--- src/hw/rtl/pol_pkg.sv ---
// package: codes, field widths and cell control type for the ordered list
package pol_pkg;

    // default bound on stored values
    localparam int CAPACITY_DEF = 64;

    // field widths
    localparam int CMD_W   = 3;
    localparam int POS_W   = 7;
    localparam int VAL_W   = 32;
    localparam int STAT_W  = 2;
    localparam int INDEX_W = 7;
    localparam int COUNT_W = 7;

    // stream widths
    localparam int S_DATA_W = 40;
    localparam int M_DATA_W = 80;

    // commands
    localparam logic [CMD_W-1:0] CMD_PUSH_FRONT = 3'd0;
    localparam logic [CMD_W-1:0] CMD_PUSH_BACK  = 3'd1;
    localparam logic [CMD_W-1:0] CMD_INSERT_AT  = 3'd2;
    localparam logic [CMD_W-1:0] CMD_REMOVE_AT  = 3'd3;
    localparam logic [CMD_W-1:0] CMD_POP_FRONT  = 3'd4;
    localparam logic [CMD_W-1:0] CMD_POP_BACK   = 3'd5;
    localparam logic [CMD_W-1:0] CMD_REMOVE_VAL = 3'd6;
    localparam logic [CMD_W-1:0] CMD_FIND       = 3'd7;

    // result status
    localparam logic [STAT_W-1:0] ST_DONE = 2'd0;
    localparam logic [STAT_W-1:0] ST_NONE = 2'd1;
    localparam logic [STAT_W-1:0] ST_FULL = 2'd2;

    // index reported when nothing was found
    localparam logic [INDEX_W-1:0] INDEX_NONE = 7'h7f;

    // cell operations
    localparam logic [1:0] CELL_HOLD   = 2'd0;
    localparam logic [1:0] CELL_INSERT = 2'd1;
    localparam logic [1:0] CELL_REMOVE = 2'd2;

    // control broadcast to every cell of the row
    typedef struct packed {
        logic [1:0] op;
        logic       compare;
    } cell_ctrl_t;

endpackage

--- src/hw/rtl/pol_cell.sv ---
// one storage cell of the list row: value, neighbour shift and compare
module pol_cell #(
    parameter int CAPACITY = pol_pkg::CAPACITY_DEF,
    parameter int IDX      = 0
) (
    input  logic                                clk,
    input  pol_pkg::cell_ctrl_t                 ctrl,
    input  logic [$clog2(CAPACITY)-1:0]         where,
    input  logic [$clog2(CAPACITY+1)-1:0]       count,
    input  logic [pol_pkg::VAL_W-1:0]           item,
    input  logic [pol_pkg::VAL_W-1:0]           left_value,
    input  logic [pol_pkg::VAL_W-1:0]           right_value,
    output logic [pol_pkg::VAL_W-1:0]           value,
    output logic [pol_pkg::VAL_W-1:0]           tail_part,
    output logic                                match
);

    localparam int IDX_W = $clog2(CAPACITY);
    localparam int CNT_W = $clog2(CAPACITY+1);

    logic [pol_pkg::VAL_W-1:0] value_reg;
    logic [pol_pkg::VAL_W-1:0] value_next;
    logic                      match_reg;
    logic                      is_last;

    // next value from the shift direction
    always_comb
    begin
        value_next = value_reg;
        case (ctrl.op)
            pol_pkg::CELL_INSERT:
            begin
                if (IDX_W'(IDX) > where)
                begin
                    value_next = left_value;
                end
                else if (IDX_W'(IDX) == where)
                begin
                    value_next = item;
                end
            end
            pol_pkg::CELL_REMOVE:
            begin
                if (IDX_W'(IDX) >= where)
                begin
                    value_next = right_value;
                end
            end
            default:
            begin
                value_next = value_reg;
            end
        endcase
    end

    // stored value
    always_ff @(posedge clk)
    begin
        value_reg <= value_next;
    end

    // occupied cell holding the searched value
    always_ff @(posedge clk)
    begin
        if (ctrl.compare)
        begin
            match_reg <= (value_reg == item) && (CNT_W'(IDX) < count);
        end
    end

    // contribution to the tail read
    assign is_last   = (count == CNT_W'(IDX + 1));
    assign tail_part = value_reg & {pol_pkg::VAL_W{is_last}};
    assign value     = value_reg;
    assign match     = match_reg;

endmodule

--- config.mk ---
export PLATFORM = sky130hd
export DESIGN_NAME = pol_cell
export DESIGN_NICKNAME = d
export VERILOG_FILES = /design/src/hw/rtl/pol_pkg.sv /design/src/hw/rtl/pol_cell.sv
export SDC_FILE = /design/constraint.sdc
export NUM_CORES = 1
export LEC_CHECK = 0
export ABC_AREA = 1
export CORE_MARGIN = 10
export CORE_UTILIZATION = 33
export DETAILED_ROUTE_END_ITERATION = 10
export DONT_BUFFER_PORTS = 1
export PLACE_DENSITY = 0.58
export SLEW_MARGIN = 20
export SYNTH_ARGS = -nofsm -noshare
export SYNTH_HDL_FRONTEND = slang
export SYNTH_SLANG_ARGS = --single-unit
--- constraint.sdc ---
create_clock -name clk -period 3.6 [get_ports clk]
set_clock_uncertainty 0.05 [all_clocks]
set_input_delay 0.18 -clock clk [delete_from_list [all_inputs] [get_ports clk]]
set_output_delay 0.18 -clock clk [all_outputs]
set_load 0.01 [all_outputs]
* Word level (Yosys, flattened, before mapping) *
Cells that the tools add are included.

word-level totals
  output and inout bits = 65
  bits in registers = 33

cells by class
  equality and inequality tests = 6
  magnitude comparators = 3
  bitwise gates (word level) = 1
  reductions and logical operators = 4
  mux-type cells = 4

operator list
  operator                                                                             count
  32-bit 2-to-1 mux                                                                    3
  32-bit case mux with 2 select lines                                                  1
  32-bit bitwise AND                                                                   1
  32-bit == test                                                                       1
  7-bit by 1-bit == test with 1-bit output (second input constant)                     1
  1-bit by 7-bit less-than comparator with 1-bit output (first input constant)         1
  1-bit by 6-bit greater-or-equal comparator with 1-bit output (first input constant)  1
  1-bit by 6-bit greater-than comparator with 1-bit output (first input constant)      1
  6-bit zero test                                                                      1
  3-bit != test (second input constant)                                                1
  3-bit AND reduction                                                                  1
  2-bit by 1-bit == test with 1-bit output (second input constant)                     1
  2-bit == test (second input constant)                                                1
  2-bit != test (second input constant)                                                1
  2-bit nonzero test                                                                   1
  1-bit logical AND                                                                    1

* Logic depth before layout (Yosys ltp) *
Gate-level depths: netlist (run 1).

  depth in word-level cells = 4
  depth in mapped cells = 8

* Least setup slack after synthesis (run 1) *
Ideal clock, no wire load.

  path type = input to register
  from = input ctrl[2] (netlist name)
  to = register value_reg (netlist bit value[0]), enable pin
  buffers on the path = 3
  cell stages on the path = 6
  data required time = 3.118 ns
  setup slack = 0.709 ns
  data arrival time = 2.409 ns
  cell sequence = inv_1 -> or2_1 -> buf_6 -> buf_6 -> buf_8 -> a21oi_1

on the way
  longest elaborated chain between the ends = 3

ends and longest elaborated chain
  item                                                                              RTL line        source
  from (decl)                                                                       pol_cell.sv:7   input pol_pkg::cell_ctrl_t ctrl,
  2-bit by 1-bit == test with 1-bit output / 2-bit == test (equally long branches)  pol_cell.sv:30  case (ctrl.op)
  3-bit != test (no line), or another cell as far along                             --
  3-bit AND reduction (no line) (*)                                                 --
  to (signal assigned)                                                              pol_cell.sv:59  value_reg <= value_next;
  to (decl)                                                                         pol_cell.sv:21  logic [pol_pkg::VAL_W-1:0] value_reg;

Every way passes the cells marked *; elsewhere a longest branch is shown, timed or not.
A chain may end at the register's enable or synchronous reset.

* Worst setup path in the final report (run 1) *
  from = register value_reg (netlist bit value[25])
  to = register match_reg, in the netlist match (data pin)

on the way
  longest elaborated chain between the ends = 2

ends and longest elaborated chain
  item                  RTL line        source
  32-bit == test        pol_cell.sv:67  match_reg <= (value_reg == item) && (CNT_W'(IDX) < count);
  1-bit logical AND     pol_cell.sv:67
  to (signal assigned)  pol_cell.sv:67
  to (decl)             pol_cell.sv:23  logic match_reg;

No other way between the ends.

==> results of run 1 <==
==> repair_timing <==
item,in CTS,in global routing
resized for setup,0,0
hold buffers,1,0
hold endpoints to repair,1,0
==> final cells by class <==
cell class | instances | area (µm²) | area share, %
Inverter | 52 | 195 | 8.04
Multi-Input combinational cell | 193 | 1010 | 41.6
Tap cell | 80 | 100 | 4.12
Clock buffer | 8 | 80.1 | 3.30
Timing Repair Buffer | 4 | 52.6 | 2.16
Sequential cell | 33 | 991 | 40.8
==> per-layer routing <==
layer	GRT usage [%]	wire, µm	up-vias
met4	3.42	55	0
li1	-	-	877
met3	5.16	826	6
met2	18.1	2990	87
met1	13.2	2540	740
met5	0	0	-
==> stage by stage <==
step                      hold slack (ns)  setup WS (ns)
after floorplan                     0.242          0.709
after global placement              0.243           1.68
final                              0.0624           2.26
after CTS                          0.0512           2.01
after detailed placement            0.243           1.70
after global routing               0.0469           2.12
==> power by group through the flow <==
stage / registers [mW] / logic, mW / clock network, mW
final: 0.432 / 0.0866 / 0.270
after global routing: 0.432 / 0.0997 / 0.299
after floorplan: 0.440 / 0.0790 / 0
after global placement: 0.441 / 0.0841 / 0
after detailed placement: 0.441 / 0.0870 / 0
after CTS: 0.432 / 0.0878 / 0.285
==> cells in the final DEF, fill, tap and decap left out, drive strengths merged <==
master       synthesis  final
buf                  4      3
or2                  1      1
xnor2               12     12
o21ai                2      2
xor2                 1      1
nand3                2      2
dlygate4sd3          0      1
nand4                1      1
clkbuf               5      8
nor2                72     72
mux2                14     14
a21oi               19     19
nor4                 1      1
nand2               68     68
edfxtp              33     33
inv                 52     52
==> how the worst max path moves through the flow <==
stage | slack [ns] | to
CTS | 2.01 | value[1]$_DFFE_PP_
floorplan | 0.71 | value[0]$_DFFE_PP_
detailed placement | 1.70 | value[28]$_DFFE_PP_
global placement | 1.68 | value[30]$_DFFE_PP_
finish | 2.26 | match$_DFFE_PP_
global route | 2.12 | match$_DFFE_PP_
==> cell families after synthesis <==
kind of cell	after synthesis
XOR/XNOR	13
AND/OR/NAND/NOR	145
flip-flops	33
multiplexers	14
buffers and inverters	61
AO/OA/AOI/OAI	21
==> flow_metrics.py, run 1 <==
metrics = {
    "power": {
        "swShare_pct": 22.8,
        "comb_power_share_pct": 11.0,
        "vdd_drop_max_mv": 0.151,
        "p_sw_mw": 0.180,
        "total_leakage_power_nw": 1.14,
        "power_mw": 0.789,
        "power_frac_seq_pct": 54.8,
        "p_int_mw": 0.609,
        "clockPowerShare_pct": 34.2,
        "power.density_mw_per_mm2": 325,
    },
    "synth": {
        "syn-cell-area_mm2": 0.00226,
        "synthArstFlopShare_pct": 0,
        "synth_top_family_by_area": "simple AND/OR/NAND/NOR gates",
        "synthTopCellsByArea": "edfxtp_1 44%, nor2_1 12%, nand2_1 11%",
        "yosys.area.top_type": "edfxtp_1",
        "synthDominantCellAreaShare_pct": 43.8,
        "synth_common_cells": "72 x nor2_1, 68 x nand2_1, 52 x inv_1, 33 x edfxtp_1, 13 x a21oi_1",
        "synth-edff-count": 33,
        "synth_xor_area_share_pct": 5.04,
        "synthCells": 287,
        "synth_compound_area_share_pct": 5.64,
        "synth_adder_area_share_pct": 0,
        "synth.area.mux_share_pct": 8.97,
        "yosys_warnings": 0,
        "seq_area_frac_synth_pct": 43.8,
        "synth.distinct_cells": 19,
        "yosysMostFrequentCell": "nor2_1",
        "synthSimpleGateAreaFrac_pct": 24.5,
        "syn_area_per_cell_um2": 7.88,
        "ys.flop_type": "edfxtp_1",
        "ys_seq_elements": 33,
        "syn_nets": 400,
    },
    "critical_path": {
        "cp.arrival_ns": 1.44,
        "crit_family": "simple AND/OR/NAND/NOR gates",
        "r2r_cells": 7,
        "worst-path-max-fanout": 4,
        "worst_setup_path_end_kind": "flip-flop",
        "path_cells": "nand2_1, nand2_1, nor2_1, nand2_1, nor2_1, nand3_1, nor2_1",
        "rrSetupSlack_ns": 2.26,
        "worstPathRequired_ns": 3.70,
        "slowest_stage": "edfxtp_1",
        "startpoint_type": "flip-flop",
        "timing.rr.start": "value[25]$_DFFE_PP_",
        "worstSetupPathType": "flip-flop to flip-flop",
        "rr_endpoint": "match$_DFFE_PP_",
        "crit_start": "value[25]$_DFFE_PP_",
        "cp.depth": 7,
        "critical_path.max_stage_delay_ns": 0.50,
        "critical_path_buf_inv_count": 0,
    },
    "floorplanning": {
        "die_w_um": 103,
        "die-area_mm2": 0.0106,
        "num_rows": 30,
        "core-area_mm2": 0.00672,
        "dieHeight_um": 103,
        "io_pins": 178,
        "initial_core_util_pct": 33.6,
    },
    "job": {
        "cap_violations": 0,
    },
    "clock_tree": {
        "htreeDepth": 2,
        "worstSkewPairLatency_ns": 0.28,
        "cts_num_sinks": 33,
        "clk_path_buf_depth": 2,
        "cts_buffers": 5,
        "clkTransAtPathRegs_ns": 0.07,
        "cts_setup_buffers": 0,
        "cts_tree": "yes",
        "clock-root-buffer": "clkbuf_8",
    },
    "place": {
        "post_dp_cell_area_mm2": 0.00231,
        "numPlacedInstances": 360,
        "io_buffers": 0,
        "gp_congestion": 0.717,
        "dp_hpwl_um": 5010,
    },
    "timing": {
        "setup_tns_ns": 0,
        "setup_viol": 0,
        "period_share_pct": 37.2,
        "tightest_slew_ns": 0.671,
        "max_freq_mhz": 746,
        "rsz0062_at_grt": "false",
        "drv_slew": 0,
        "relSlewSlack_pct": 55.3,
        "period_minus_slack_ns": 1.34,
        "hold_viol": 0,
    },
    "outcome": {
        "status": "completed",
    },
    "grt": {
        "grt_pass1_wl_um": 9270,
        "grt_usage_pct": 11.3,
        "grt_max_degree": 51,
        "grt_overflow": 0,
        "grt_pass1_vias": 1792,
        "antenna_found_initial": 0,
    },
    "finish": {
        "synthToLayoutAreaGrowth_pct": 7.42,
        "drive_gt1_share_pct": 10.3,
        "nNetsFinal": 402,
        "fillers": 713,
        "largest_reg_flops": 32,
        "insertedDiodeCount": 0,
        "fin_area_mm2": 0.00243,
        "finalNonFillerCells": 370,
        "final_util_pct": 36.1,
    },
    "routing": {
        "antenna_left": 0,
        "dr.pass1.iters": 4,
        "wl_per_cell_um": 17.3,
        "via_count": 1710,
        "drtIter0Drc": 57,
        "wl_um": 6410,
        "viasPerCell": 4.62,
        "drc": 0,
    },
    "hold_path": {
        "min_from": "item[22]",
        "worstHoldPathCells": 1,
        "hold-path-endpoint": "value[22]$_DFFE_PP_",
        "holdCritPathClass": "primary input to flip-flop",
    },
}
(Power assumes the default switching activity.)
==> inputs of run 2 (changes only) <==
- ABC_AREA: 1 -> 0
- clock period: 3.6 -> 1.3 ns (I/O delays scaled with it)
==> run 2 against run 1 <==
The flow now finishes with violations (setup timing). Die area shrank 6.9%. First-iteration DRC count decreased by 42%. Worst hold slack improved by 0.0037 ns. Critical path depth is 2 lower. Highest routed layer unchanged.
==> flow_metrics.py, run 2 <==
metrics = {
    "timing": {
        "hold_viol": 0,
        "drv_slew": 0,
        "max_freq_mhz": 647,
        "setup_viol": 1,
        "fin_ws_ns": -0.245,
        "tightest_slew_ns": 0.358,
        "relSlewSlack_pct": 75.9,
        "period_minus_slack_ns": 1.54,
        "rsz0062_at_grt": "true",
        "period_share_pct": 119,
    },
    "finish": {
        "nNetsFinal": 371,
        "finalNonFillerCells": 335,
        "layout_common_cells": "65 x dlygate4sd3_1, 34 x buf_4, 33 x edfxtp_1, 32 x xor2_1, 30 x mux2_2",
        "largest_reg_flops": 32,
        "final_common_cell": "dlygate4sd3_1",
        "synthToLayoutAreaGrowth_pct": 53.8,
        "drive_gt1_share_pct": 40.7,
    },
    "synth": {
        "syn-cell-area_mm2": 0.00207,
        "synth_common_cells": "33 x edfxtp_1, 32 x xor2_1, 30 x mux2_2, 25 x and2_2, 9 x nor4_1",
        "synthDominantCellAreaShare_pct": 47.9,
        "syn_area_per_cell_um2": 13.2,
        "synthTopCellsByArea": "edfxtp_1 48%, mux2_2 16%, xor2_1 14%",
        "synth.distinct_cells": 18,
        "synthSimpleGateAreaFrac_pct": 17.1,
        "synthCells": 156,
        "ys.flop_type": "edfxtp_1",
        "seq_area_frac_synth_pct": 47.9,
        "syn_nets": 269,
        "synth.area.mux_share_pct": 17.4,
        "yosys.area.top_type": "edfxtp_1",
        "ys_seq_elements": 33,
        "synth_xor_area_share_pct": 14.0,
        "synth_compound_area_share_pct": 0,
        "synth_adder_area_share_pct": 0,
        "synth-edff-count": 33,
        "synthArstFlopShare_pct": 0,
        "yosys_warnings": 0,
        "synth_top_family_by_area": "multiplexers",
        "yosysMostFrequentCell": "edfxtp_1",
    },
    "routing": {
        "wl_per_cell_um": 21.3,
        "drc": 0,
        "antenna_left": 0,
        "via_count": 1611,
        "wl_met2_um": 3600,
        "top_layer": "met4",
        "met1Wirelength_um": 2340,
        "viasPerCell": 4.81,
        "drtIter0Drc": 33,
        "dr.pass1.iters": 4,
        "wl_um": 7150,
        "wl_met3_um": 1110,
    },
    "grt": {
        "grt_usage_pct": 13.9,
        "grt_overflow": 0,
        "grt_pass1_vias": 1978,
        "antenna_found_initial": 1,
        "grt_pass1_wl_um": 10900,
        "grt_max_degree": 33,
    },
    "hold_path": {
        "worstHoldPathCells": 2,
        "hold-path-endpoint": "match$_DFFE_PP_",
        "holdCritPathClass": "primary input to flip-flop",
        "min_from": "count[0]",
    },
    "clock_tree": {
        "clkTransAtPathRegs_ns": 0.07,
        "cts_buffers": 5,
        "clock-root-buffer": "clkbuf_8",
        "clk_path_buf_depth": 2,
        "cts_setup_buffers": 0,
        "worstSkewPairLatency_ns": 0.28,
        "cts_tree": "yes",
        "cts_num_sinks": 33,
        "htreeDepth": 2,
    },
    "floorplanning": {
        "io_pins": 178,
        "dieHeight_um": 99.1,
        "die_w_um": 99.1,
        "initial_core_util_pct": 34.5,
        "die-area_mm2": 0.00983,
        "num_rows": 28,
        "core-area_mm2": 0.00599,
    },
    "place": {
        "dp_hpwl_um": 5090,
        "numPlacedInstances": 261,
        "dp_slack_ns": -0.322,
        "gp_congestion": 0.763,
        "io_buffers": 0,
    },
    "critical_path": {
        "crit_start": "value[13]$_DFFE_PP_",
        "worst-path-max-fanout": 2,
        "r2r_cells": 5,
        "rrSetupSlack_ns": -0.24,
        "timing.rr.start": "value[13]$_DFFE_PP_",
        "cp.arrival_ns": 1.62,
        "startpoint_type": "flip-flop",
        "worstSetupPathType": "flip-flop to flip-flop",
        "rr_endpoint": "match$_DFFE_PP_",
        "worstPathRequired_ns": 1.37,
        "worst_setup_path_end_kind": "flip-flop",
    },
    "job": {
        "cap_violations": 0,
    },
    "power": {
        "power.density_mw_per_mm2": 717,
        "vdd_drop_max_mv": 0.511,
        "total_leakage_power_nw": 1.20,
    },
    "outcome": {
        "status": "finished with violations",
        "violations": "setup timing",
    },
}
## run 2: cells by family after synthesis
family,Yosys count
buf+inv,7
xor+xnor,33
mux,32
simple gates,51
flops,33
## run 2: final cells by class
type	count	area, µm²
fillers	480	2810
well taps	75	93.8
clock inverters	1	3.75
repair buffers	102	966
flip-flops and latches	33	991
diodes	2	5.00
multi-input cells	116	1050
clock buffers	6	72.6
## run 2: where the power goes
part	internal, mW	switching (mW)	total [mW]
Combinational	0.260	0.118	0.378
Clock	0.361	0.345	0.706
Sequential	1.19	0.00609	1.19
Total	1.81	0.470	2.28
## run 2: metal layers
layer / GRT usage, % / vias up
li1: - / 764
met1: 12.3 / 733
met2: 25.2 / 106
met3: 8.72 / 8
met4: 4.30 / 0
met5: 0 / -
## run 2: timing repair
item / CTS / global route
resized for setup: 2 / 1
hold buffers: 65 / 0
endpoints found under the hold margin: 33 / 0
setup endpoints to repair: 1 / 1
## run 2: worst max path at each step
stage	to	slack, ns	cells past startpoint
4_1_cts	match$_DFFE_PP_	-0.28	5
2_1_floorplan	value[0]$_DFFE_PP_	-0.89	2
5_1_grt	match$_DFFE_PP_	-0.36	5
3_5_place_dp	match$_DFFE_PP_	-0.32	5
6_report	match$_DFFE_PP_	-0.24	5
3_3_place_gp	match$_DFFE_PP_	-0.25	5
## run 2: per-stage QoR
stage | setup TNS, ns | instance area [µm²] | hold slack (ns) | utilization, % | total power [mW]
2_1_floorplan | -28.44 | 2090 | 0.127 | - | 1.38
3_3_place_gp | -5.82 | 2430 | 0.128 | 40.6 | 1.42
3_5_place_dp | -6.42 | 2430 | 0.128 | 40.6 | 1.43
4_1_cts | -0.283 | 3170 | 0.0807 | 52.9 | 2.30
5_1_grt | -0.363 | 3180 | 0.0936 | 53.0 | 2.39
6_report | -0.245 | 3180 | 0.0661 | 53.1 | 2.28
## run 2: worst max-delay path, stage by stage (launching register included)
cell and delay (ns):
edfxtp_1 0.40, xor2_1 0.18, nor4_2 0.36, buf_4 0.17
nand4_1 0.10, nor3_2 0.12
